File: src/rtl/ntlm_single_block_hash_top_macros.svh
// assertion macros used by the rtl output buffer
`ifndef NTLM_SINGLE_BLOCK_HASH_TOP_MACROS_SVH
`define NTLM_SINGLE_BLOCK_HASH_TOP_MACROS_SVH

// same-cycle implication
`define NTLM_ASSERT_NOW(lbl, ante, cons, msg) \
   lbl: assert property (@(posedge clock) disable iff (reset) (ante) |-> (cons)) \
      else $error(msg);

// next-cycle implication
`define NTLM_ASSERT_NEXT(lbl, ante, cons, msg) \
   lbl: assert property (@(posedge clock) disable iff (reset) (ante) |=> (cons)) \
      else $error(msg);

`endif

File: src/rtl/ntlm_pkg.sv
`timescale 1ns / 1ps

package ntlm_pkg;

   typedef logic [31:0] word_type;

   typedef struct packed {
      word_type [3:0]  st;
      word_type [15:0] blk;
      logic            too_long;
   } ctx_type;

   localparam int unsigned NumSteps = 48;
   localparam logic [5:0]  MaxPwBytes = 6'd27;

   localparam word_type IV_A = 32'h67452301;
   localparam word_type IV_B = 32'hefcdab89;
   localparam word_type IV_C = 32'h98badcfe;
   localparam word_type IV_D = 32'h10325476;
   localparam word_type K_ROUND2 = 32'h5a827999;
   localparam word_type K_ROUND3 = 32'h6ed9eba1;
   localparam logic [7:0] PAD_BYTE = 8'h80;

   localparam logic [1:0] ROUND_F = 2'd0;
   localparam logic [1:0] ROUND_G = 2'd1;
   localparam logic [1:0] ROUND_H = 2'd2;

   function automatic logic [3:0] msg_index(input logic [5:0] step);
      logic [3:0] j;
      logic [3:0] idx;
      j = step[3:0];
      case (step[5:4])
         ROUND_F: idx = j;
         ROUND_G: idx = {j[1:0], j[3:2]};
         default: idx = {j[0], j[1], j[2], j[3]};
      endcase
      return idx;
   endfunction

   function automatic logic [4:0] rot_amount(input logic [5:0] step);
      logic [4:0] r;
      case ({step[5:4], step[1:0]})
         4'b0000: r = 5'd3;
         4'b0001: r = 5'd7;
         4'b0010: r = 5'd11;
         4'b0011: r = 5'd19;
         4'b0100: r = 5'd3;
         4'b0101: r = 5'd5;
         4'b0110: r = 5'd9;
         4'b0111: r = 5'd13;
         4'b1000: r = 5'd3;
         4'b1001: r = 5'd9;
         4'b1010: r = 5'd11;
         default: r = 5'd15;
      endcase
      return r;
   endfunction

endpackage

File: src/rtl/ntlm_md4_stage.sv
`timescale 1ns / 1ps

module ntlm_md4_stage
   import ntlm_pkg::*;
(
   input  logic       clock,
   input  logic       reset,
   input  logic       pipe_enable,
   input  logic [5:0] step_idx,
   input  logic       in_valid,
   input  ctx_type    in_ctx,
   output logic       out_valid,
   output ctx_type    out_ctx
);

   logic    valid_ff;
   ctx_type ctx_ff;
   ctx_type ctx_in;

   always_comb begin
      logic [1:0]  t;
      logic [1:0]  tx;
      logic [1:0]  ty;
      logic [1:0]  tz;
      word_type    x;
      word_type    y;
      word_type    z;
      word_type    f;
      word_type    kc;
      word_type    sum;
      logic [63:0] dbl;
      t  = 2'd0 - step_idx[1:0];
      tx = t + 2'd1;
      ty = t + 2'd2;
      tz = t + 2'd3;
      x  = in_ctx.st[tx];
      y  = in_ctx.st[ty];
      z  = in_ctx.st[tz];
      case (step_idx[5:4])
         ROUND_F: begin
            f  = z ^ (x & (y ^ z));
            kc = '0;
         end
         ROUND_G: begin
            f  = (x & (y | z)) | (y & z);
            kc = K_ROUND2;
         end
         default: begin
            f  = x ^ y ^ z;
            kc = K_ROUND3;
         end
      endcase
      sum = in_ctx.st[t] + f + in_ctx.blk[msg_index(step_idx)] + kc;
      dbl = {sum, sum} << rot_amount(step_idx);
      ctx_in = in_ctx;
      ctx_in.st[t] = dbl[63:32];
   end

   always_ff @(posedge clock) begin
      if (reset) begin
         valid_ff <= 1'b0;
      end else if (pipe_enable) begin
         valid_ff <= in_valid;
      end
   end

   always_ff @(posedge clock) begin
      if (pipe_enable) begin
         ctx_ff <= ctx_in;
      end
   end

   assign out_valid = valid_ff;
   assign out_ctx   = ctx_ff;

endmodule

File: config.mk
export PLATFORM = sky130hd
export DESIGN_NAME = ntlm_md4_stage
export DESIGN_NICKNAME = d
export VERILOG_FILES = /design/src/rtl/ntlm_single_block_hash_top_macros.svh /design/src/rtl/ntlm_pkg.sv /design/src/rtl/ntlm_md4_stage.sv
export SDC_FILE = /design/constraint.sdc
export NUM_CORES = 1
export LEC_CHECK = 0
export ABC_CLOCK_PERIOD_IN_PS = 7250
export BUFFER_PORTS_ARGS = -buffer_cell sky130_fd_sc_hd__buf_4
export CORE_AREA = 2 2 499 501
export DETAILED_ROUTE_END_ITERATION = 16
export DIE_AREA = 0 0 501 503
export PLACE_DENSITY = 0.32
export SLEW_MARGIN = 5
export SYNTH_ARGS = -nofsm -noshare
export SYNTH_HDL_FRONTEND = slang
export SYNTH_SLANG_ARGS = --single-unit
File: constraint.sdc
create_clock -name clock -period 7.25 [get_ports clock]
set_input_delay 0.3625 -clock clock [delete_from_list [all_inputs] [get_ports clock]]
set_output_delay 0.3625 -clock clock [all_outputs]
set_load 0.005 [all_outputs]
After elaboration in Yosys (flattened, before gate mapping)

Memories as Yosys holds them, arrays and structs flattened.
Index checks and enable logic that the tools add are counted.

Magnitude comparators: 6
Shift operators: 1
Equality and inequality tests: 1
Reductions and logical operators: 2
Muxes and demuxes: 16
Bitwise gates (word level): 9
Add/subtract/negate cells: 7

Operators with widths:

| kind                                                                                 | number |
|---|---|
| 32-bit binary-select mux with 2-bit select                                           | 4 |
| 32-bit two-way mux                                                                   | 6 |
| 32-bit binary-select mux with 4-bit select                                           | 1 |
| 128-bit bitwise mux                                                                  | 1 |
| 32-bit bitwise XOR                                                                   | 4 |
| 32-bit adder                                                                         | 3 |
| 32-bit AND                                                                           | 3 |
| 32-bit demux with 2-bit select                                                       | 1 |
| 32-bit bitwise OR                                                                    | 2 |
| 32-bit case mux with 2 select lines                                                  | 1 |
| 64-bit by 5-bit left shift with 64-bit output                                        | 1 |
| 31-bit case mux with 2 select lines                                                  | 1 |
| 2-bit by 3-bit < comparator with 1-bit output (second input constant)                | 4 |
| 4-bit case mux with 2 select lines                                                   | 1 |
| 4-bit by 5-bit < comparator with 1-bit output (second input constant)                | 1 |
| 2-bit adder (second input constant)                                                  | 2 |
| 2-bit by 1-bit adder with 2-bit output (second input constant)                       | 1 |
| 2-bit by 1-bit == test with 1-bit output (second input constant)                     | 1 |
| 2-bit by 1-bit greater-or-equal comparator with 1-bit output (second input constant) | 1 |
| 2-bit logical NOT                                                                    | 1 |
| 1-bit by 2-bit subtractor with 2-bit output (first input constant)                   | 1 |
| 1-bit logical AND                                                                    | 1 |

Memories kept: 1
Flip-flop bits (word level): 642
Bits of input ports: 651
Logic and storage cells: 65
Output and inout port bits: 642
ROM bits: 64

Memories:

| name            | words | bits a word | rd ports | clocked after Yosys merged registers in | wr ports | line           | text |
|---|---|---|---|---|---|---|---|
| (no name shown) | 16    | 4           | 1        | 0                                       | 0        | ntlm_pkg.sv:42 | `case ({step[5:4], step[1:0]})` |

Longest topological paths before layout

Depth after elaboration: 13
Depth in mapped cells: 31
Mapped depth without buffers: 25

Worst setup path before layout

OpenSTA, ideal clock, no wires.

Kind: input-to-reg
Start: input step_idx[0]
End: register ctx_ff (netlist bit out_ctx[515]), data pin
Setup slack: 348 ps
Arrival: 6642 ps
Required time: 6990 ps
Cell stages on the path: 29
Buffers on the path: 5
Library setup time: 260 ps
Cells stage by stage: buf_4 buf_6 clkinv_1 ha_1 buf_2 nor2_4 clkbuf_1 mux4_2 ha_1 a21oi_1 a21oi_1 xnor2_1 o21ai_0 fa_1 ha_1 ha_1 inv_1 fa_1 nand2b_1 a21o_1 and4_1 buf_6 o31ai_1 xor2_1 mux4_2 a2bb2oi_1 a21boi_0 a22oi_1 mux2_2

RTL lines:

| element              | line                 | text |
|---|---|---|
| start, declared      | ntlm_md4_stage.sv:9  | `input logic [5:0] step_idx,` |
| end signal, assigned | ntlm_md4_stage.sv:69 | `ctx_ff <= ctx_in;` |
| end, declared        | ntlm_md4_stage.sv:17 | `ctx_type ctx_ff;` |

==> impl_metrics.tcl <==
set metrics [dict create \
    instances_no_fill 8117 \
    port_buffers 1292 \
    overflow 0 \
    relSlewSlack 0.243 \
    switching_share 0.406 \
    synth.area.mux_share 0.201 \
    drv_cap 0 \
    finClkSkew_ps 0 \
    synth_top_family_by_area "multiplexers" \
    synth.distinct_cells 89 \
    post-route-period-util 0.953 \
    p_seq_frac 0.220 \
    grt_pass1_wl_um 330000 \
    worstPathRequired_ps 7710 \
    synthXorXnorAreaFrac 0.0211 \
    filler_cell_count 26100 \
    met2_usage 0.326 \
    avgSynthCellArea_um2 14.2 \
    fp.dieH_um 503 \
    path_buf_inv 6 \
    synth-seq-cells 642 \
    top_usage_layer "met2" \
    p_leak_nw 25.0 \
    clock_power_share 0.206 \
    avgViaCountPerCell 4.05 \
    ys_top_cells_by_area "edfxtp_1 (54%), mux4_2 (14%), mux2_2 (4.1%)" \
    netSwitchingPower_mw 8.89 \
    synth-adder-area-share 0.0686 \
    placed_area_um2 52600 \
    tightest_slew_ps 1140 \
    synth_compound_area_frac 0.0905 \
    rsz0062_at_grt "false" \
    hold_path_class "in -> reg" \
    detailed_place_hpwl_um 216000 \
    hold_violations 0 \
    area_growth_syn_to_layout_pct 72.2 \
    crit_arrival_ps 7370 \
    outcome "complete, no violations" \
    htreeDepth 3 \
    clk_latency_ps 760 \
    gr-usage-met1 0.248 \
    gp_congestion 0.967 \
    async_flop_share 0 \
    remaining_drc_errors 0 \
    synth_edf_count 641 \
    numCtsBuffers 85 \
    synth_simple_gate_area_frac 0.0492 \
    synth_nets 3340 \
    timing.fmax_mhz 145 \
    vias 32900 \
    critPathKind "in -> reg" \
    initial_core_util 0.145 \
    final_cell_area_um2 61900 \
    drt.antenna.violating_nets 0 \
    synth.yosys.seq_area_share 0.536 \
    cts_tree "yes" \
    numClockSinks 642 \
    die_area_um2 252000 \
    first_pass_iters 7 \
    crit_path_max_incr_delay_ps 570 \
    grt_max_degree 114 \
    clkSlewWorstSetupHoldPaths_ps 60 \
    wl_per_cell_um 31.6 \
    antenna_found_initial 44 \
    synth_ff_type "edfxtp_1" \
    drive_gt1_frac 0.453 \
    multiInputGateArea_um2 15600 \
    p_comb_frac 0.574 \
    maxSlewViolCount 0 \
    critPathTopFamily "compound AO/OA/AOI/OAI gates" \
    startpoint_type "input pin" \
    fin_nets 5602 \
    synth_cells 2525 \
    p_int_mw 13.0 \
    yosys.area.top_type_share 0.536 \
    dp_cells 7303 \
    boundaryPins 1293 \
    coreArea_um2 247000 \
    synth.largest_area_cell "edfxtp_1" \
    row_count 183 \
    cts-root-buf "clkbuf_16" \
    track_usage 0.197 \
    fin_ws_ps 339 \
    crit_path_end_kind "flop" \
    die_x_um 501 \
    ir_drop_mv 0.206 \
    path_common_cell "buf_12" \
    fin_hold_ws_ps 68.1 \
    min_period_ps 6910 \
    pre_cts_slack_ps -915 \
    cellPowerDensity_nw_per_um2 354 \
    yosysWarnings 0 \
    drt-total-wl_um 257000 \
    regArea_um2 19300 \
    first_iter_violations 2377 \
    cpMaxStageDelayCell "mux4_2" \
    critical_path.max_fanout 30 \
    setup_viol 0 \
    grt_pass1_vias 33800 \
    met3_usage 0.0577 \
    cts_buffer_depth 3 \
    synth_area_um2 35900 \
]
==> cell type report <==
type | instances | area share
clock buffer | 105 | 0.0362
tap | 3237 | 0.0655
sequential | 642 | 0.311
clock inverter | 52 | 0.0105
antenna | 23 | 0.000930
timing repair buffer | 2326 | 0.315
inverter | 148 | 0.00898
multi-input combinational | 1584 | 0.252
==> cell families after synthesis <==
logic type / count (synthesis)
XOR/XNOR: 84
buffers and inverters: 299
adder cells (fa/ha/maj): 164
multiplexers: 433
AO/OA/AOI/OAI: 525
AND/OR/NAND/NOR: 378
flip-flops: 642
==> cell usage after synthesis, drive strengths merged, types with 15 or more instances <==
| cell | count |
|---|---|
| nor2b | 32 |
| nand2b | 15 |
| clkbuf | 83 |
| a211oi | 32 |
| mux2 | 132 |
| o21ai | 97 |
| ha | 109 |
| mux2i | 85 |
| mux4 | 216 |
| edfxtp | 641 |
| inv | 145 |
| nand2 | 99 |
| buf | 68 |
| xnor2 | 70 |
| a21oi | 237 |
| and2 | 16 |
| a21o | 16 |
| nand3 | 22 |
| nor2 | 139 |
| fa | 55 |
==> worst min-delay path, delay by kind of cell <==
family,cells,cell delay [ps]
buffers and inverters,1,100
AND/OR/NAND/NOR,1,40
AO/OA/AOI/OAI,1,140
==> layout by cell type, fill, tap and decap left out, types with 14 or more instances in the layout <==
cell and n:
ha_1 104, clkbuf_1 16, buf_4 1656, o21ai_0 86, xnor2_1 69, nand3_1 22, nand2b_1 15, a21o_1 16
clkinv_1 17, a211oi_1 31, buf_12 34, nand2_1 99, mux4_2 216, dlygate4sd3_1 634, o211ai_1 14, fa_1 55
mux2_2 130, edfxtp_1 641, diode_2 23, nor2b_1 31, a21oi_1 232, inv_1 145, mux2i_1 84, clkbuf_16 85
clkinv_2 14, nor2_1 136
==> what timing repair did <==
action                     CTS  global route
setup endpoints to repair   10            13
pin swaps                    0             0
cloned                       0             0
hold endpoints to repair   641             0
setup buffers                0             0
hold buffers               634             0
resized for setup            1             3
==> power by group through the flow <==
stage / logic, mW / registers (mW) / clock network, mW
2_1_floorplan: 5.07 / 4.89 / 0
3_3_place_gp: 12.4 / 4.89 / 0
3_5_place_dp: 12.3 / 4.88 / 0
4_1_cts: 12.7 / 4.82 / 4.71
5_1_grt: 13.6 / 4.85 / 4.80
6_report: 12.6 / 4.81 / 4.52
==> state kept, by name (all words and copies together), names as in the netlist <==
register / flops
out_ctx: 641
out_valid: 1
==> per-layer routing <==
metal	part of all wire	up-vias
li1	-	14400
met1	0.42	16900
met2	0.47	1344
met3	0.079	232
met4	0.027	8
met5	0.00020	-
==> through the flow <==
stage	total power, mW	util	setup TNS [ps]
finish	21.9	0.250	0
global route	23.3	0.250	0
CTS	22.3	0.250	0
detailed placement	17.2	0.213	-75550
global placement	17.3	0.213	-73130
floorplan	9.96	-	0
==> worst paths after layout <==
kind	slack [ps]	start	cells after the start	to
max	340	step_idx[0]	25	out_ctx[603]
min	70	in_ctx[593]	3	out_ctx[593]
max reg2reg	6100	out_valid	3	out_valid
min reg2reg	1060	out_valid	3	out_valid
No activity file was read; power rests on OpenSTA's default activity.
