===== src/rtl/ntlm_single_block_hash_top_macros.svh =====
// assertion macros used by the rtl output buffer
`ifndef NTLM_SINGLE_BLOCK_HASH_TOP_MACROS_SVH
`define NTLM_SINGLE_BLOCK_HASH_TOP_MACROS_SVH

// same-cycle implication
`define NTLM_ASSERT_NOW(lbl, ante, cons, msg) \
   lbl: assert property (@(posedge clock) disable iff (reset) (ante) |-> (cons)) \
      else $error(msg);

// next-cycle implication
`define NTLM_ASSERT_NEXT(lbl, ante, cons, msg) \
   lbl: assert property (@(posedge clock) disable iff (reset) (ante) |=> (cons)) \
      else $error(msg);

`endif


===== src/rtl/ntlm_pkg.sv =====
`timescale 1ns / 1ps

package ntlm_pkg;

   typedef logic [31:0] word_type;

   typedef struct packed {
      word_type [3:0]  st;
      word_type [15:0] blk;
      logic            too_long;
   } ctx_type;

   localparam int unsigned NumSteps = 48;
   localparam logic [5:0]  MaxPwBytes = 6'd27;

   localparam word_type IV_A = 32'h67452301;
   localparam word_type IV_B = 32'hefcdab89;
   localparam word_type IV_C = 32'h98badcfe;
   localparam word_type IV_D = 32'h10325476;
   localparam word_type K_ROUND2 = 32'h5a827999;
   localparam word_type K_ROUND3 = 32'h6ed9eba1;
   localparam logic [7:0] PAD_BYTE = 8'h80;

   localparam logic [1:0] ROUND_F = 2'd0;
   localparam logic [1:0] ROUND_G = 2'd1;
   localparam logic [1:0] ROUND_H = 2'd2;

   function automatic logic [3:0] msg_index(input logic [5:0] step);
      logic [3:0] j;
      logic [3:0] idx;
      j = step[3:0];
      case (step[5:4])
         ROUND_F: idx = j;
         ROUND_G: idx = {j[1:0], j[3:2]};
         default: idx = {j[0], j[1], j[2], j[3]};
      endcase
      return idx;
   endfunction

   function automatic logic [4:0] rot_amount(input logic [5:0] step);
      logic [4:0] r;
      case ({step[5:4], step[1:0]})
         4'b0000: r = 5'd3;
         4'b0001: r = 5'd7;
         4'b0010: r = 5'd11;
         4'b0011: r = 5'd19;
         4'b0100: r = 5'd3;
         4'b0101: r = 5'd5;
         4'b0110: r = 5'd9;
         4'b0111: r = 5'd13;
         4'b1000: r = 5'd3;
         4'b1001: r = 5'd9;
         4'b1010: r = 5'd11;
         default: r = 5'd15;
      endcase
      return r;
   endfunction

endpackage


===== src/rtl/ntlm_out_buf.sv =====
`timescale 1ns / 1ps

module ntlm_out_buf
   import ntlm_pkg::*;
(
   input  logic     clock,
   input  logic     reset,
   input  logic     in_valid,
   input  ctx_type  in_ctx,
   output logic     pipe_enable,
   output logic     rsp_valid,
   input  logic     rsp_stall,
   output word_type rsp_digest_a,
   output word_type rsp_digest_b,
   output word_type rsp_digest_c,
   output word_type rsp_digest_d,
   output logic     rsp_too_long
);

   `include "ntlm_single_block_hash_top_macros.svh"

   typedef struct packed {
      word_type [3:0] digest;
      logic           too_long;
   } result_type;

   logic       main_valid_ff;
   logic       skid_valid_ff;
   result_type main_ff;
   result_type skid_ff;
   result_type res_in;
   logic       push;
   logic       pop;

   always_comb begin
      res_in.too_long = in_ctx.too_long;
      if (in_ctx.too_long) begin
         res_in.digest = '0;
      end else begin
         res_in.digest[0] = in_ctx.st[0] + IV_A;
         res_in.digest[1] = in_ctx.st[1] + IV_B;
         res_in.digest[2] = in_ctx.st[2] + IV_C;
         res_in.digest[3] = in_ctx.st[3] + IV_D;
      end
   end

   assign pipe_enable = !skid_valid_ff;
   assign push        = pipe_enable && in_valid;
   assign pop         = main_valid_ff && !rsp_stall;

   always_ff @(posedge clock) begin
      if (reset) begin
         main_valid_ff <= 1'b0;
         skid_valid_ff <= 1'b0;
      end else if (skid_valid_ff) begin
         if (pop) begin
            skid_valid_ff <= 1'b0;
         end
      end else if (push) begin
         if (main_valid_ff && !pop) begin
            skid_valid_ff <= 1'b1;
         end else begin
            main_valid_ff <= 1'b1;
         end
      end else if (pop) begin
         main_valid_ff <= 1'b0;
      end
   end

   always_ff @(posedge clock) begin
      if (skid_valid_ff) begin
         if (pop) begin
            main_ff <= skid_ff;
         end
      end else if (push) begin
         if (main_valid_ff && !pop) begin
            skid_ff <= res_in;
         end else begin
            main_ff <= res_in;
         end
      end
   end

   assign rsp_valid    = main_valid_ff;
   assign rsp_digest_a = main_ff.digest[0];
   assign rsp_digest_b = main_ff.digest[1];
   assign rsp_digest_c = main_ff.digest[2];
   assign rsp_digest_d = main_ff.digest[3];
   assign rsp_too_long = main_ff.too_long;

   `NTLM_ASSERT_NOW(a_skid_needs_main, skid_valid_ff, main_valid_ff,
      "skid entry without main entry")
   `NTLM_ASSERT_NEXT(a_push_to_skid, push && main_valid_ff && !pop, skid_valid_ff,
      "item pushed into full output stage was not kept")
   `NTLM_ASSERT_NOW(a_too_long_zero, main_valid_ff && main_ff.too_long,
      main_ff.digest == '0, "too_long item with nonzero digest")

endmodule


===== config.mk =====
export PLATFORM = sky130hd
export DESIGN_NAME = ntlm_out_buf
export DESIGN_NICKNAME = d
export VERILOG_FILES = /design/src/rtl/ntlm_pkg.sv /design/src/rtl/ntlm_out_buf.sv
export VERILOG_INCLUDE_DIRS = /design/src /design/src/rtl
export SDC_FILE = /design/constraint.sdc
export NUM_CORES = 1
export LEC_CHECK = 0
export BUFFER_PORTS_ARGS = -buffer_cell sky130_fd_sc_hd__buf_2
export CAP_MARGIN = 20
export CORE_AREA = 3 3 299 301
export DETAILED_ROUTE_END_ITERATION = 12
export DIE_AREA = 0 0 302 304
export GPL_ROUTABILITY_DRIVEN = 0
export SLEW_MARGIN = 20
export SYNTH_ARGS = -nofsm -noshare
export SYNTH_HDL_FRONTEND = slang
export SYNTH_SLANG_ARGS = --single-unit
export TNS_END_PERCENT = 1

===== constraint.sdc =====
create_clock -name clock -period 11.9 [get_ports clock]
set_input_delay 0.595 -clock clock [delete_from_list [all_inputs] [get_ports clock]]
set_output_delay 0.595 -clock clock [all_outputs]
set_load 0.03 [all_outputs]

**Yosys cells after proc, flatten, opt, wreduce, memory -nomap -nowiden**

Cells that the tools add are included.

- Add/sub/neg operators: 4
- $mul: 0
- Divide/modulo/power cells: 0
- Magnitude comparators: 0
- Equality and inequality tests: 3
- Shift-type cells: 0
- Muxes and demuxes: 12
- Bitwise logic cells: 1
- Reductions and logical operators: 11

Operator list:

| kind | count |
|---|---|
| two-way mux 129 bit | 4 |
| two-way mux 128 bit | 1 |
| adder 32 bit, second input constant | 2 |
| adder 32 x 29 -> 32 bit, second input constant | 1 |
| adder 32 x 31 -> 32 bit, second input constant | 1 |
| AND reduction 3 bit | 3 |
| two-way mux 1 bit | 7 |
| != test 2 bit, second input constant | 2 |
| nonzero test 2 bit | 2 |
| logical AND 1 bit | 3 |
| logical NOT 1 bit | 3 |
| != test 2 x 1 -> 1 bit, second input constant | 1 |
| inverter 1 bit | 1 |

- Register bits after elaboration: 260
- Latch bits: 0
- Bits in writable memories: 0
- ROM bits: 0
- Input bits: 645
- Output and inout bits: 131
- Word-level logic and storage cells: 43
- Memories: 0

**Longest topological paths before layout**

- Word-level depth: 7
- Depth in mapped cells: 8
- Gate-level depth less buffers: 8

**Worst setup path before layout**

No wires, ideal clock.

- Path type: register to register
- Start: reg skid_valid_ff
- End: reg main_ff (netlist bit rsp_digest_a[0]) (enable)
- Library setup time: 814 ps
- Arrival: 10496 ps
- Data required time: 11086 ps
- Path slack: 590 ps
- Stages on the path, launching flop included: 6
- Buffers on the path: 2
- Period minus slack after synthesis: 11310 ps
- Cells stage by stage: dfxtp_1 -> clkbuf_1 -> clkinv_1 -> buf_1 -> nand2_1 -> a21boi_0

- Cells in the longest elaborated chain, start to end: 4
- Elaborated cells on any way between the ends: 6
- Classes of those cells: eq/ne (2); reduce/logical (4)

RTL lines:

| what | RTL line | text |
|---|---|---|
| start: declaration | ntlm_out_buf.sv:28 | `logic skid_valid_ff;` |
| start signal: assignment | ntlm_out_buf.sv:54 | `skid_valid_ff <= 1'b0;` |
| start signal: assignment | ntlm_out_buf.sv:57 | `skid_valid_ff <= 1'b0;` |
| start signal: assignment | ntlm_out_buf.sv:61 | `skid_valid_ff <= 1'b1;` |
| logical NOT 1 bit | ntlm_out_buf.sv:47 | `assign pipe_enable = !skid_valid_ff;` |
| net pipe_enable | ntlm_out_buf.sv:10 | `output logic pipe_enable,` |
| logical AND 1 bit | ntlm_out_buf.sv:48 | `assign push = pipe_enable && in_valid;` |
| nonzero test 2 bit (no line) | -- |  |
| AND reduction 3 bit (no line) | -- |  |
| end signal: assignment | ntlm_out_buf.sv:73 | `main_ff <= skid_ff;` |
| end signal: assignment | ntlm_out_buf.sv:79 | `main_ff <= res_in;` |
| end: declaration | ntlm_out_buf.sv:29 | `result_type main_ff;` |

The timed path passes the listed nets, and every way through them passes these cells.
A chain may end at the register's enable or synchronous reset.

**Worst setup path after layout**

- Start: reg skid_valid_ff
- End: reg main_ff (netlist bit rsp_digest_d[19]) (enable)

- Cells in the longest elaborated chain, start to end: 4
- Elaborated cells on any way between the ends: 6
- Classes of those cells: eq/ne (2); reduce/logical (4)

RTL lines:

| what | RTL line |
|---|---|
| logical NOT 1 bit | ntlm_out_buf.sv:47 |
| logical AND 1 bit | ntlm_out_buf.sv:48 |
| nonzero test 2 bit (no line) | -- |
| AND reduction 3 bit (no line) (*) | -- |

Mark *: on every way between the ends. The rest lies on a longest branch, timed or not.

==> impl_metrics.tcl <==
set metrics [dict create \
    synth_top_flop_cell "edfxtp_1" \
    seq_area_mm2 0.00779 \
    crit_path_start_kind "flip-flop" \
    max_freq_mhz 249 \
    ctsHoldBuffers 0 \
    ctsResizeCount 0 \
    synth_nets 1782 \
    synth_mux_area_share_pct 2.11 \
    r2r_setup_slack_ps 7890 \
    ys_types 69 \
    yosysSeqAreaShare_pct 61.0 \
    hold_path.class "input port to flip-flop" \
    grt_max_degree 76 \
    vias_per_cell 3.81 \
    numClockSinks 260 \
    drt_wl_total_um 48800 \
    yosysTopAreaCell "edfxtp_1" \
    cts_setup_buffers 0 \
    ys_top_cells_by_area "edfxtp_1 (61%), nor2_1 (4.6%), nand2_1 (4.3%)" \
    vias 9827 \
    criticalPathCategory "flip-flop to flip-flop" \
    avgRoutedWirePerCell_um 18.9 \
    drtIter0Drc 775 \
    nets 2034 \
    synthCells 1133 \
    grt_pass1_wl_um 68900 \
    insertion_delay_ps 540 \
    cts_buffers 34 \
    slew_headroom_pct 34.8 \
    hold_viol 0 \
    antenna_found_initial 42 \
    status "completed" \
    fin_util_pct 19.0 \
    htree_levels 2 \
    path_clk_slew_ps 50 \
    gr-usage-met1_pct 12.1 \
    ys_ff_latch 260 \
    p_leak_nw 5.81 \
    synthXorXnorAreaFrac_pct 7.34 \
    setup_viol 0 \
    grtUsageMet2_pct 15.3 \
    crit_path_end_kind "flip-flop" \
    drc 0 \
    tns_ps 0 \
    crit_path_top_delay_cell "buf_4" \
    fin_skew_ps 18.7 \
    fp-row-count 108 \
    synth_top_family_by_area "simple AND/OR/NAND/NOR gates" \
    grt.busiest_layer "met2" \
    cp.arrival_ps 4170 \
    synthArstFlopShare_pct 0 \
    worstMarginPinSlew_ps 978 \
    grt_pass1_vias 9596 \
    critPathMaxFanout 65 \
    crit_path_max_incr_delay_ps 810 \
    crit_chain "buf_4 -> nand2_1 -> a21boi_4 -> buf_4 -> buf_4" \
    track_usage_pct 10.4 \
    area_growth_pct 29.1 \
    max_cap_viol_count 0 \
    port_buffers 263 \
    synth_edf_count 258 \
    overflow 0 \
    rsz0062_at_grt "false" \
    power_density_mw_per_mm2 150 \
    fin_crit_sh_pct 33.7 \
    grtUsageMet3_pct 6.15 \
    die_h_um 304 \
    clockBufferDepth 3 \
    synth_top_area_share_pct 60.7 \
    root_buffer "clkbuf_16" \
    crit_top_cell "buf_4" \
    postRouteAntennaNets 0 \
    cp.required_ps 12060 \
    critical_path.top_delay_family "buffers and inverters" \
    dieArea_mm2 0.0918 \
    cts_tree "done" \
    fill_cells 9547 \
    multi_input_area_mm2 0.00472 \
    drive_gt1_share_pct 26.0 \
    worst-path-buf-inv 3 \
    core_mm2 0.0869 \
    synth_area_per_cell_um2 11.3 \
    report.final.slew_viol_count 0 \
    syn_area_mm2 0.0128 \
    fin_crit_ps 4010 \
    synth_fa_ha_area_share_pct 0.392 \
    die_w_um 302 \
    dpl.hpwl_um 37100 \
    yosysWarnings 0 \
    start_util_pct 14.7 \
    yosys.area_share.simple_pct 13.8 \
    worst_ir_drop_vdd_mv 0.0931 \
    synth_compound_area_share_pct 13.2 \
    dr.pass1.iters 6 \
    io_pins 776 \
]
## final timing paths
check / endpoint / from / cells past startpoint
setup / recovery: rsp_digest_d[19]$_DFFE_PP_ / skid_valid_ff$_SDFF_PP0_ / 5
setup reg to reg: rsp_digest_d[19]$_DFFE_PP_ / skid_valid_ff$_SDFF_PP0_ / 5
hold reg to reg: rsp_digest_c[21]$_DFFE_PP_ / skid_ff[86]$_DFFE_PP_ / 2
hold / removal: rsp_valid$_SDFFE_PP0P_ / reset / 2
## registers in the layout (all words and copies together) (netlist names)
register and cells:
skid_valid_ff 1, rsp_digest_a 32, rsp_digest_b 32, rsp_valid 1, rsp_digest_d 32, skid_ff 129
rsp_too_long 1, rsp_digest_c 32
## where the power goes
group | switching (W) | internal (W)
logic | 0.000293 | 0.000112
clock network | 0.000404 | 0.000564
registers | 0.0000209 | 0.00109
total | 0.000718 | 0.00176
## worst reg2reg max path, cell delays in order, from the launching register on
cell and delay (ps):
dfxtp_4 680, buf_4 570, nand2_1 210, a21boi_4 510, buf_4 710, buf_4 850
## layer usage
metal / routed length, um / share of wire (%) / vias up
li1: - / - / 4679
met1: 19900 / 41 / 4658
met2: 20300 / 42 / 352
met5: 245 / 0.50 / -
met4: 2120 / 4.3 / 38
met3: 6260 / 13 / 100
## synth_stat cells (3+ instances only)
cell and number:
edfxtp_1 258, nor2_1 157, nand2_1 148, o21ai_0 86, xnor2_1 58, o31ai_1 55
clkbuf_1 50, xor2_1 49, a21oi_1 42, mux2_2 23, nand3_1 19, nor3_1 19
inv_1 16, a31oi_1 11, and3_1 9, nor2b_1 9, or2_2 8, nand4_1 7
or3_1 7, a21boi_0 6, buf_1 6, nand2b_1 6, o211ai_1 6, a21o_1 5
o21ai_1 5, o41ai_1 5, ha_1 4, a211oi_1 3, a31o_2 3, o21bai_1 3
## cells by family after synthesis
family / count (synthesis)
fa+ha+maj: 4
xor+xnor: 107
simple gates: 403
buf+inv: 74
compound gates: 261
flops: 260
mux: 24
## through the flow
stage	power [W]	instances	worst slack, ps	hold WS, ps	area (um2)
after CTS	0.00253	2560	7770	199	16400
after detailed placement	0.00154	2504	7750	510	15400
after global routing	0.00260	2563	7550	220	16400
after floorplan	0.00138	1133	590	493	12800
final	0.00248	2578	7890	244	16500
after global placement	0.00154	2504	7800	505	15400
## layout make-up
class / count / share of cell area (%)
clock buffers: 44 / 5.52
well taps: 1155 / 8.77
flip-flops and latches: 260 / 47.3
clock inverters: 12 / 0.668
inverters: 17 / 0.387
diodes: 18 / 0.273
repair buffers: 273 / 8.48
multi-input cells: 799 / 28.7
## cell usage in the layout, fill, tap and decap left out, types with 35 or more instances in the layout
cell / netlist / routed
buf_2: 1 / 262
a21oi_1: 42 / 42
nand2_1: 148 / 148
edfxtp_1: 258 / 258
o21ai_0: 86 / 86
xnor2_1: 58 / 58
xor2_1: 49 / 49
clkbuf_16: 0 / 35
o31ai_1: 55 / 55
nor2_1: 157 / 156
(Power assumes the default switching activity.)
