File: src/rtl/ntlm_single_block_hash_top_macros.svh
// assertion macros used by the rtl output buffer
`ifndef NTLM_SINGLE_BLOCK_HASH_TOP_MACROS_SVH
`define NTLM_SINGLE_BLOCK_HASH_TOP_MACROS_SVH

// same-cycle implication
`define NTLM_ASSERT_NOW(lbl, ante, cons, msg) \
   lbl: assert property (@(posedge clock) disable iff (reset) (ante) |-> (cons)) \
      else $error(msg);

// next-cycle implication
`define NTLM_ASSERT_NEXT(lbl, ante, cons, msg) \
   lbl: assert property (@(posedge clock) disable iff (reset) (ante) |=> (cons)) \
      else $error(msg);

`endif

File: src/rtl/ntlm_pkg.sv
`timescale 1ns / 1ps

package ntlm_pkg;

   typedef logic [31:0] word_type;

   typedef struct packed {
      word_type [3:0]  st;
      word_type [15:0] blk;
      logic            too_long;
   } ctx_type;

   localparam int unsigned NumSteps = 48;
   localparam logic [5:0]  MaxPwBytes = 6'd27;

   localparam word_type IV_A = 32'h67452301;
   localparam word_type IV_B = 32'hefcdab89;
   localparam word_type IV_C = 32'h98badcfe;
   localparam word_type IV_D = 32'h10325476;
   localparam word_type K_ROUND2 = 32'h5a827999;
   localparam word_type K_ROUND3 = 32'h6ed9eba1;
   localparam logic [7:0] PAD_BYTE = 8'h80;

   localparam logic [1:0] ROUND_F = 2'd0;
   localparam logic [1:0] ROUND_G = 2'd1;
   localparam logic [1:0] ROUND_H = 2'd2;

   function automatic logic [3:0] msg_index(input logic [5:0] step);
      logic [3:0] j;
      logic [3:0] idx;
      j = step[3:0];
      case (step[5:4])
         ROUND_F: idx = j;
         ROUND_G: idx = {j[1:0], j[3:2]};
         default: idx = {j[0], j[1], j[2], j[3]};
      endcase
      return idx;
   endfunction

   function automatic logic [4:0] rot_amount(input logic [5:0] step);
      logic [4:0] r;
      case ({step[5:4], step[1:0]})
         4'b0000: r = 5'd3;
         4'b0001: r = 5'd7;
         4'b0010: r = 5'd11;
         4'b0011: r = 5'd19;
         4'b0100: r = 5'd3;
         4'b0101: r = 5'd5;
         4'b0110: r = 5'd9;
         4'b0111: r = 5'd13;
         4'b1000: r = 5'd3;
         4'b1001: r = 5'd9;
         4'b1010: r = 5'd11;
         default: r = 5'd15;
      endcase
      return r;
   endfunction

endpackage

File: src/rtl/ntlm_msg_build.sv
`timescale 1ns / 1ps

module ntlm_msg_build
   import ntlm_pkg::*;
(
   input  logic        clock,
   input  logic        reset,
   input  logic        pipe_enable,
   input  logic        in_valid,
   input  logic [63:0] chars_0_to_7,
   input  logic [63:0] chars_8_to_15,
   input  logic [63:0] chars_16_to_23,
   input  logic [63:0] chars_24_to_31,
   input  logic [5:0]  pw_length,
   output logic        out_valid,
   output ctx_type     out_ctx
);

   logic    valid_ff;
   ctx_type ctx_ff;
   ctx_type ctx_in;

   always_comb begin
      logic [255:0] all_chars;
      logic [15:0]  unit;
      all_chars = {chars_24_to_31, chars_16_to_23, chars_8_to_15, chars_0_to_7};
      ctx_in = '0;
      ctx_in.st[0] = IV_A;
      ctx_in.st[1] = IV_B;
      ctx_in.st[2] = IV_C;
      ctx_in.st[3] = IV_D;
      // utf-16le units 0..27, pad byte right after the last one
      for (int k = 0; k < 28; k++) begin
         if (6'(k) < pw_length) begin
            unit = {8'd0, all_chars[8*k +: 8]};
         end else if (6'(k) == pw_length) begin
            unit = {8'd0, PAD_BYTE};
         end else begin
            unit = 16'd0;
         end
         ctx_in.blk[k/2][16*(k%2) +: 16] = unit;
      end
      ctx_in.blk[14] = {22'd0, pw_length, 4'd0};
      ctx_in.blk[15] = '0;
      ctx_in.too_long = (pw_length > MaxPwBytes);
   end

   always_ff @(posedge clock) begin
      if (reset) begin
         valid_ff <= 1'b0;
      end else if (pipe_enable) begin
         valid_ff <= in_valid;
      end
   end

   always_ff @(posedge clock) begin
      if (pipe_enable) begin
         ctx_ff <= ctx_in;
      end
   end

   assign out_valid = valid_ff;
   assign out_ctx   = ctx_ff;

endmodule

File: config.mk
export PLATFORM = sky130hd
export DESIGN_NAME = ntlm_msg_build
export DESIGN_NICKNAME = d
export VERILOG_FILES = /design/src/rtl/ntlm_single_block_hash_top_macros.svh /design/src/rtl/ntlm_pkg.sv /design/src/rtl/ntlm_msg_build.sv
export SDC_FILE = /design/constraint.sdc
export NUM_CORES = 1
export LEC_CHECK = 0
export BUFFER_PORTS_ARGS = -buffer_cell sky130_fd_sc_hd__clkbuf_2
export CELL_PAD_IN_SITES_DETAIL_PLACEMENT = 1
export CELL_PAD_IN_SITES_GLOBAL_PLACEMENT = 1
export CORE_AREA = 2 2 356 358
export CTS_BUF_LIST = sky130_fd_sc_hd__clkbuf_4 sky130_fd_sc_hd__clkbuf_8
export DETAILED_ROUTE_END_ITERATION = 12
export DIE_AREA = 0 0 358 360
export PLACE_DENSITY = 0.43
export SETUP_SLACK_MARGIN = 0.05
export SYNTH_ARGS = -nofsm -noshare
export SYNTH_HDL_FRONTEND = slang
export SYNTH_SLANG_ARGS = --single-unit
File: constraint.sdc
create_clock -name clock -period 2.3 [get_ports clock]
set_input_delay 0.46 -clock clock [delete_from_list [all_inputs] [get_ports clock]]
set_output_delay 0.46 -clock clock [all_outputs]
set_load 0.05 [all_outputs]
# Yosys cells after proc, flatten, opt, wreduce, memory -nomap -nowiden
# Index checks and enable logic that the tools add are counted.
dict set report word_totals {
  romBits 0
  latch_bits 0
  register_bits 456
  mem_count 0
  ram_bits 0
}
dict set report op_classes {
  mux 56
  addsub 0
  n_bitwise 0
  div_mod_pow 0
  reduce_logical 1
  eq_ne 27
  n_shift 0
  mul 0
  magnitude_cmp 29
}
# cell count
set op_table {}
lappend op_table {{$mux 8} 56}
lappend op_table {{$eq 5x6->1 const A} 12}
lappend op_table {{$lt 5x6->1 const A} 12}
lappend op_table {{$eq 4x6->1 const A} 8}
lappend op_table {{$lt 4x6->1 const A} 8}
lappend op_table {{$eq 3x6->1 const A} 4}
lappend op_table {{$lt 3x6->1 const A} 4}
lappend op_table {{$eq 2x6->1 const A} 2}
lappend op_table {{$lt 1x6->1 const A} 2}
lappend op_table {{$lt 2x6->1 const A} 2}
lappend op_table {{$eq 1x6->1 const A} 1}
lappend op_table {{$gt 6x5->1 const B} 1}
lappend op_table {{$logic_not 6->1} 1}

# Depth between registers and ports, before layout
# Gate-level depths: netlist (run 1).
dict set report logic_depth {
  depth_word 3
  depth_mapped 6
}

# Worst setup path after synthesis (run 1)
# Ideal clock, no wire load.
dict set report synth_timing {
  path_type {input to register}
  from {input port pw_length[2]}
  to {register ctx_ff, in the netlist out_ctx[24] (data pin)}
  setup_ps 262
  t_arrival_ps 1606
  cell_stages 5
  path_slack_ps 432
  path_buffers 2
  required_ps 2038
  path_cell_list {buf_2 -> or4_1 -> buf_2 -> nor2_8 -> mux2_1}
}
# item line
set synth_rtl {}
lappend synth_rtl {{from (decl)} ntlm_msg_build.sv:14} ;# input logic [5:0] pw_length,
lappend synth_rtl {{to (signal assigned)} ntlm_msg_build.sv:58} ;# ctx_ff <= ctx_in;
lappend synth_rtl {{to (decl)} ntlm_msg_build.sv:20} ;# ctx_type ctx_ff;

# Final worst setup path (run 1)
dict set report layout_timing {
  from {register ctx_ff, in the netlist out_ctx[65]}
  to {output port out_ctx[65] in the netlist's numbering}
}
# item line
set layout_rtl {}
lappend layout_rtl {{to (decl)} ntlm_msg_build.sv:16} ;# output ctx_type out_ctx
# No word-level cell between the ends.

==> metrics.cfg, run 1 <==
[detailed_routing]
drt_iter0_markers=352
wl_um=48700
drc=0
first_pass_iters=4
num_vias=8447
wl_per_cell_um=14.6
vias_per_cell=2.53
ant_nets=0

[logic_synthesis]
netlist_area_sq_um=12100
synthArstFlopShare_pct=0
yosys-top-cells-count=buf_4, edfxtp_1, nor2b_1, and2_1, nand2_1
synth_warnings=0
netlist-cell-type-count=45
yosysMostFrequentCell=buf_4
synth_flop_cell=edfxtp_1
synth.top_cell.area_share_pct=57.2
syn_avg_cell_area_sq_um=12.3
yosysSeqAreaShare_pct=57.4
yosysTopAreaCell=edfxtp_1
synth-edff-count=231
synthCells=983
synth_seq_cells=232
yosys-top-cells-area=edfxtp_1, buf_4, nor2b_1

[cells_and_area]
nNetsFinal=1910
final_util_pct=14.0
drive_above_1_share_pct=36.7
syn_to_final_growth_pct=43.9

[grt]
antenna_found_initial=13
grt_remaining_overflow=0
grt_max_degree=51
grt_usage_pct=7.02
grt_pass1_wl_um=63200
grt_pass1_vias=8260

[sta]
rsz0062_at_grt=no
hold_viol=0
fin_crit_sh_pct=80.6
setup_viol=0
slew_viol_final=0
skew_ns=0
hold_ws_ns=0.101
max_freq_mhz=539
max-slew-margin-rel_pct=37.8
fin_setup_tns_ns=0
tightest_slew_ns=0.923
fin_crit_ns=1.85

[power]
power.density_nw_per_um2=800
power_frac_seq_pct=37.2
clkPwrFrac_pct=33.3
p_leak_nw=7.56
p_int_mw=8.28
pwr-share-comb_pct=29.5
p_total_mw=14.0
p_sw_mw=5.67
swShare_pct=40.6
vdd_drop_max_mv=0.350

[worst_setup_path]
path_delay_family=flip-flops
endpoint=out_ctx[65]
critPathMaxStageDelay_ns=0.44
crit_path_start_kind=flop
worstSetupPathType=reg2out
worst_ep_arrival_time_ns=1.39
rrSetupSlack_ns=1.17
crit-reg2reg-launch=out_valid
cp.depth=1
reg2reg_depth=3
crit_start=out_ctx[65]
path_cells=clkbuf_2
crit_buf_inv=1
timing.rr.end=out_valid
cp_slowest_cell=edfxtp_1
worstSetupEndpointType=output pin
worst-path-max-fanout=1
required_ns=1.84

[hold_path]
min-delay-start=chars_0_to_7[52]
min_path_type=in2reg

[floorplan]
pin_count=908
initial_core_util_pct=9.70
rows=130
die_h_um=360
die_area_sq_um=129000
die_width_um=358
coreArea_sq_um=125000

[clocking]
cts_root_buffer=clkbuf_8
cts.clk_slew.worst_paths_ns=0.06
insertion_delay_ns=0.62
cts.sinks=232
cts_inserted_buffers=50
ctsLongestPathBuffers=3
htreeDepth=2
cts_tree=built

[flow_run]
maxCapViolations=0

[place]
place_congestion=0.744
hpwlAfterDp_um=39300
port_buffers=465

[status]
status=finished clean

registers in the layout, indices dropped and copies added, names as in the netlist:
signal / count
out_ctx: 231
out_valid: 1
cells in the final DEF (no fill, tap or decap), types with 4 or more instances in the layout:
cell type | synthesis | routed
clkbuf_2 | 0 | 464
conb_1 | 2 | 410
edfxtp_1 | 231 | 231
nor2b_1 | 106 | 106
dlygate4sd3_1 | 0 | 105
and2_1 | 92 | 92
buf_4 | 413 | 53
clkbuf_8 | 0 | 50
nand2_1 | 21 | 21
clkbuf_4 | 0 | 15
nor2_1 | 14 | 14
a21oi_1 | 14 | 13
o21ai_0 | 14 | 13
clkinv_2 | 0 | 9
clkinv_1 | 0 | 9
buf_12 | 0 | 6
a21oi_2 | 3 | 4
inv_1 | 4 | 4
a21o_1 | 4 | 4
o21a_1 | 4 | 4
metal layers:
layer  vias up  GRT usage, %  share of wire [%]
li1       3820             -                  -
met5         -             0               0.10
met2       551          12.0                 48
met1      3981          7.27                 36
met3        85          3.44                 12
met4        10          2.82                3.5
what timing repair did:
| action | 4_1_cts | 5_1_grt |
|---|---|---|
| gates resized for setup | 0 | 0 |
| hold buffers | 105 | 0 |
| hold endpoints to repair | 104 | 0 |
| setup buffers | 0 | 0 |
power by group through the flow:
stage	Sequential [mW]	Combinational, mW	Clock, mW
after floorplan	6.54	2.28	0
after global placement	5.27	4.00	0
after detailed placement	5.28	4.00	0
after CTS	5.20	4.16	4.95
after global routing	5.23	4.30	5.11
final	5.19	4.12	4.65
cell families after synthesis:
family,after synthesis,share of synthesized area [%]
other,2,0.0620
muxes,4,0.351
AOI/OAI and AO/OA,58,3.25
DFF,232,57.4
and+or+nand+nor,255,12.6
buffers and inverters,432,26.3
layout make-up:
type                    instances  area [sq um]
repair buffers                629          3910
clock buffers                  65           801
well taps                    1650          2060
inverters                       4          15.0
multi-input cells             727          3500
clock inverters                25           181
diodes                          3          7.51
fillers                     14800        107000
flip-flops and latches        232          6960
worst min path at each step:
stage,cells after the start,endpoint,slack [ns]
after global routing,2,out_ctx[68],0.02
final,2,out_ctx[101],0.10
after CTS,2,out_ctx[99],0.0005
after floorplan,1,out_valid,0.53
after detailed placement,2,out_valid,0.49
after global placement,2,out_valid,0.48
metrics by stage:
stage / worst slack (ns) / area (sq um) / cells
after floorplan: 0.432 / 13600 / 1391
after global placement: 0.0284 / 15400 / 3137
after detailed placement: 0.0132 / 15400 / 3137
after CTS: 0.290 / 17400 / 3332
after global routing: 0.282 / 17400 / 3334
final: 0.446 / 17400 / 3335
Power figures use the tool's default switching activity.
==> run 2, diff against run 1 <==
==> constraint.sdc (replaced) <==
create_clock -name clock -period 1.8 [get_ports clock]
set_input_delay 0.36 -clock clock [delete_from_list [all_inputs] [get_ports clock]]
set_output_delay 0.36 -clock clock [all_outputs]
set_load 0.05 [all_outputs]
==> run 2 against run 1 <==
Via count up 5.2%; design area rose by 13%; die area is the same; register-to-register slack got worse by 0.50 ns; first-iteration DRC count shrank 5.4%; flip-flop and latch count unchanged; setup slack worse by 0.42 ns; sequential power up 28%; critical path depth is 4 higher.
==> metrics.cfg, run 2 (synthesis results as in run 1) <==
[grt]
antenna_found_initial=19  ; was 13
grt_pass1_vias=8874  ; was 8260
grt_max_degree=38  ; was 51
grt_usage_pct=7.10  ; was 7.02%
grt_remaining_overflow=0  ; unchanged
grt_pass1_wl_um=64700  ; was 63200 um

[cells_and_area]
final_cell_mix=conb_1, clkbuf_2, edfxtp_1  ; was clkbuf_2, conb_1, edfxtp_1
seq_area_sq_um=6960  ; unchanged
syn_to_final_growth_pct=62.6  ; was 43.9%
largest_reg_flops=231  ; unchanged
drive_above_1_share_pct=35.4  ; was 36.7%
final_util_pct=15.8  ; was 14.0%
nNetsFinal=2046  ; was 1910
final_common_cell=conb_1  ; was clkbuf_2
fillers=14700  ; was 14800
final_cell_area_sq_um=19700  ; was 17400 sq um
multi_input_comb_area_sq_um=3510  ; was 3500 sq um

[worst_setup_path]
required_ns=2.21  ; was 1.84 ns
endpoint=out_ctx[24]  ; was out_ctx[65]
worst-path-max-fanout=4  ; was 1
rrSetupSlack_ns=0.67  ; was 1.17 ns
crit-reg2reg-launch=out_valid  ; unchanged
critPathMaxStageDelay_ns=0.64  ; was 0.44 ns
path_cells=dlygate4sd3_1, buf_4, or4_1, nor2_8, mux2_1  ; was clkbuf_2
worst_ep_arrival_time_ns=2.18  ; was 1.39 ns
reg2reg_depth=3  ; unchanged
crit_path_start_kind=input pin  ; was flop
timing.rr.end=out_valid  ; unchanged
worstSetupPathType=in2reg  ; was reg2out
cp_slowest_cell=or4_1  ; was edfxtp_1
worstSetupEndpointType=flop  ; was output pin
crit_start=pw_length[3]  ; was out_ctx[65]

[detailed_routing]
met3WireLength_um=5130  ; was 5940 um
drc=0  ; unchanged
dr_wl_met2_um=24400  ; was 23500 um
wl_um=49200  ; was 48700 um
wl_per_cell_um=14.2  ; was 14.6 um
num_vias=8889  ; was 8447
ant_nets=0  ; unchanged
wl_met1_um=18300  ; was 17500 um
highest_layer=met5  ; unchanged
first_pass_iters=4  ; unchanged
drt_iter0_markers=333  ; was 352
vias_per_cell=2.56  ; was 2.53

[status]
status=finished clean  ; unchanged

[sta]
setup_viol=0  ; unchanged
final.setup.worst_slack_ns=0.0274  ; was 0.446 ns
max_freq_mhz=564
skew_ns=0  ; unchanged
slew_viol_final=0  ; unchanged
rsz0062_at_grt=yes  ; was no
tightest_slew_ns=0.521  ; was 0.923 ns
max-slew-margin-rel_pct=64.8  ; was 37.8%
fin_crit_ns=1.77
fin_crit_sh_pct=98.5
hold_ws_ns=0.0793  ; was 0.101 ns
hold_viol=0  ; unchanged

[place]
port_buffers=465  ; unchanged
pre_cts_slack_ns=-0.190  ; was 0.0132 ns
postPlaceCellArea_sq_um=15700  ; was 15400 sq um
hpwlAfterDp_um=39800  ; was 39300 um
place_congestion=0.757  ; was 0.744

[power]
power.density_nw_per_um2=936  ; was 800 nW/um^2
vdd_drop_max_mv=0.512  ; was 0.350 mV
p_int_mw=11.2  ; was 8.28 mW
power_frac_seq_pct=36.1  ; was 37.2%
pwr-share-comb_pct=31.7  ; was 29.5%
p_leak_nw=8.46  ; was 7.56 nW
swShare_pct=39.1  ; was 40.6%
clkPwrFrac_pct=32.2  ; was 33.3%
p_total_mw=18.4  ; was 14.0 mW
p_sw_mw=7.21  ; was 5.67 mW

[clocking]
cts.clk_slew.worst_paths_ns=0.06  ; about the same
insertion_delay_ns=0.65  ; was 0.62 ns
cts_root_buffer=clkbuf_8  ; unchanged
cts.sinks=232  ; unchanged
ctsLongestPathBuffers=3  ; unchanged
postCtsSetupBuffers=0  ; unchanged
htreeDepth=2  ; unchanged
cts_inserted_buffers=47  ; was 50
cts_tree=built  ; unchanged

[hold_path]
min_path_type=in2reg  ; unchanged

[floorplan]
die_h_um=360  ; unchanged
rows=130  ; unchanged
die_width_um=358  ; unchanged
coreArea_sq_um=125000  ; unchanged
pin_count=908  ; unchanged
die_area_sq_um=129000  ; unchanged
initial_core_util_pct=9.70  ; unchanged

[flow_run]
maxCapViolations=0  ; unchanged

[run 2: final cells by class]
cell class	instances	share of cell area, %
sequential	232	35.3
timing repair buffer	768	31.2
multi-input combinational	727	17.8
tap	1650	10.5
clock buffer	67	4.11
clock inverter	19	0.883
inverter	4	0.0762
antenna	5	0.0635
[run 2: what timing repair did]
item                                    4_1_cts  5_1_grt
endpoints found under the setup margin      134       58
resized for setup                           202       25
cloned                                        0        0
hold buffers                                216        0
endpoints found under the hold margin       215        0
pin swaps                                     0        1
[run 2: stage by stage]
stage | instances | TNS [ns]
floorplan | 1391 | 0
CTS | 3467 | -0.0381
global placement | 3165 | -7.84
global route | 3472 | 0
finish | 3472 | 0
detailed placement | 3165 | -8.70
[run 2: power by group through the flow]
stage	Combinational [mW]	Clock, mW	Sequential (mW)
final	5.84	5.94	6.65
after global routing	6.10	6.54	6.70
after CTS	5.88	6.37	6.66
after detailed placement	5.20	0	6.74
after global placement	5.20	0	6.73
after floorplan	2.91	0	8.36
[run 2: worst min path at each step]
| stage | startpoint | to | cells past startpoint |
|---|---|---|---|
| after global placement | out_valid | out_valid | 2 |
| final | chars_24_to_31[9] | out_ctx[402] | 2 |
| after CTS | chars_24_to_31[9] | out_ctx[402] | 2 |
| after global routing | chars_8_to_15[50] | out_ctx[227] | 2 |
| after detailed placement | out_valid | out_valid | 2 |
| after floorplan | reset | out_valid | 1 |
[run 2: metal layers]
metal / vias to the layer above / GRT usage [%]
met5: - / 0
met2: 536 / 12.5
met1: 4173 / 7.52
li1: 4099 / -
met4: 10 / 2.46
met3: 71 / 2.94
[run 2: critical path, delay by kind of cell]
| kind | cells | cell delay [ns] |
|---|---|---|
| mux | 1 | 0.31 |
| simple gates | 2 | 0.77 |
| buf+inv | 2 | 0.73 |
==> run 3, diff against run 2 <==
--- a/config.mk
+++ b/config.mk
@@ -13,6 +13,7 @@
 export DETAILED_ROUTE_END_ITERATION = 12
 export DIE_AREA = 0 0 358 360
 export PLACE_DENSITY = 0.43
+export REMOVE_ABC_BUFFERS = 1
 export SETUP_SLACK_MARGIN = 0.05
 export SYNTH_ARGS = -nofsm -noshare
 export SYNTH_HDL_FRONTEND = slang
==> run 3 against run 2 <==
Clock power shrank 6.4%; worst hold slack better by 0.033 ns; sequential power hardly changed; critical endpoint is now out_valid; utilization is 0.31 points higher; sequential share of layout area fell by 0.68 points; flip-flop and latch count unchanged; clock skew unchanged; largest power group unchanged; combinational power grew 2%; critical path depth increased by 1.
==> metrics.cfg, run 3 (synthesis results as in run 1) <==
[status]
status=finished clean  ; unchanged

[clocking]
cts_root_buffer=clkbuf_8  ; unchanged
insertion_delay_ns=0.67  ; was 0.65 ns
cts.clk_slew.worst_paths_ns=0.06  ; about the same
cts_tree=built  ; unchanged
cts.sinks=232  ; unchanged
cts_inserted_buffers=48  ; was 47
htreeDepth=2  ; unchanged
ctsLongestPathBuffers=3  ; unchanged

[detailed_routing]
ant_nets=0  ; unchanged
drt_iter0_markers=290  ; was 333
wl_per_cell_um=14.5  ; was 14.2 um
first_pass_iters=4  ; unchanged
vias_per_cell=2.57  ; was 2.56
wl_um=50700  ; was 49200 um
num_vias=9000  ; was 8889
drc=0  ; unchanged

[worst_setup_path]
crit-reg2reg-launch=out_valid  ; unchanged
rrSetupSlack_ns=0.64  ; was 0.67 ns
worstSetupEndpointType=flop  ; unchanged
worst-path-max-fanout=21  ; was 4
worst_ep_arrival_time_ns=2.27  ; was 2.18 ns
reg2reg_depth=3  ; unchanged
required_ns=2.35  ; was 2.21 ns
timing.rr.end=out_valid  ; unchanged
crit_path_start_kind=input pin  ; unchanged
worstSetupPathType=in2reg  ; unchanged

[sta]
slew_viol_final=0  ; unchanged
skew_ns=0  ; unchanged
fin_crit_sh_pct=95.4  ; was 98.5%
setup_viol=0  ; unchanged
hold_viol=0  ; unchanged
max-slew-margin-rel_pct=60.7  ; was 64.8%
rsz0062_at_grt=yes  ; unchanged
fin_crit_ns=1.72  ; was 1.77 ns
hold_ws_ns=0.112  ; was 0.0793 ns
max_freq_mhz=582  ; was 564 MHz
tightest_slew_ns=0.587  ; was 0.521 ns

[hold_path]
holdPathEnd=out_ctx[245]  ; was out_ctx[402]
min-delay-start=chars_8_to_15[60]  ; was chars_24_to_31[9]
min_path_cells=2  ; unchanged
min_path_type=in2reg  ; unchanged

[cells_and_area]
final_cell_area_sq_um=20100  ; was 19700 sq um
drive_above_1_share_pct=35.8  ; was 35.4%
largest_reg_flops=231  ; unchanged
syn_to_final_growth_pct=65.8  ; was 62.6%
nNetsFinal=2069  ; was 2046
final_cell_mix=conb_1, clkbuf_2, edfxtp_1  ; unchanged
final_common_cell=conb_1  ; unchanged

[floorplan]
pin_count=908  ; unchanged
coreArea_sq_um=125000  ; unchanged
die_width_um=358  ; unchanged
rows=130  ; unchanged
initial_core_util_pct=9.70  ; unchanged
die_area_sq_um=129000  ; unchanged
die_h_um=360  ; unchanged

[grt]
grt_usage_pct=7.36  ; was 7.10%
grt_remaining_overflow=0  ; unchanged
grt_pass1_vias=9107  ; was 8874
grt_max_degree=28  ; was 38
antenna_found_initial=32  ; was 19
grt_pass1_wl_um=67100  ; was 64700 um

[place]
postPlaceCellArea_sq_um=15900  ; was 15700 sq um
hpwlAfterDp_um=41000  ; was 39800 um
place_congestion=0.759  ; was 0.757
port_buffers=465  ; unchanged

[power]
p_leak_nw=8.62  ; was 8.46 nW
p_total_mw=18.2  ; was 18.4 mW
power.density_nw_per_um2=905  ; was 936 nW/um^2
vdd_drop_max_mv=0.433  ; was 0.512 mV

[flow_run]
maxCapViolations=0  ; unchanged

==> run 3: cell types whose count changed in the layout (fill, tap and decap cells not counted), sizes merged, moves of 2 or more <==
cell / delta
bufinv: -3
clkbuf: -5
diode: +4
clkinv: +5
inv: +2
dlygate4sd3: +5
buf: +18
==> run 3: area by class of cell <==
| type | count | area (sq um) |
|---|---|---|
| antenna | 9 | 22.5 |
| clock buffer | 63 | 773 |
| clock inverter | 24 | 130 |
| fill | 14700 | 105000 |
| inverter | 4 | 15.0 |
| multi-input combinational | 727 | 3500 |
| sequential | 232 | 6960 |
| tap | 1650 | 2060 |
| timing repair buffer | 790 | 6620 |
==> run 3: worst max-delay path, stage by stage <==
cell and delay, ns:
dlygate4sd3_1 0.57, buf_8 0.21, buf_12 0.25, mux2i_1 0.22, nor2_1 0.05, dlygate4sd3_1 0.56
==> run 3: worst max-delay path by stage <==
stage                       from      endpoint  slack (ns)  depth (start not counted)
finish               pipe_enable     out_valid        0.08                          6
global route        out_ctx[231]  out_ctx[231]      -0.007                          1
CTS                 out_ctx[231]  out_ctx[231]       -0.07                          1
detailed placement  pw_length[3]  out_ctx[260]       -0.20                          6
global placement    pw_length[3]  out_ctx[259]       -0.18                          6
floorplan           pw_length[3]   out_ctx[24]       -0.01                          3
==> run 3: report_power, final <==
part	switching (mW)	internal (mW)
sequential	0.172	6.49
combinational	4.43	1.53
clock	2.73	2.83
==> run 3: metrics by stage <==
step	setup TNS [ns]	utilization, %	instances	setup WS [ns]
after global placement	-6.89	12.7	3182	-0.182
after CTS	-0.298	16.0	3490	-0.0726
final	0	16.1	3499	0.0826
after floorplan	-0.0143	-	963	-0.0143
after global routing	-0.00863	16.1	3494	-0.00708
after detailed placement	-8.48	12.7	3182	-0.196
==> run 3: timing repair <==
action                                 4_1_cts  5_1_grt
setup buffers                                0        0
gates resized for setup                    264       17
endpoints found under the hold margin      233        0
hold buffers                               221        0
setup endpoints to repair                  165       18
==> run 3: routing by layer <==
layer,GRT usage (%),wire length (um)
met5,0,165
met4,2.68,1460
met3,2.86,5380
met2,11.9,23300
met1,8.77,20300
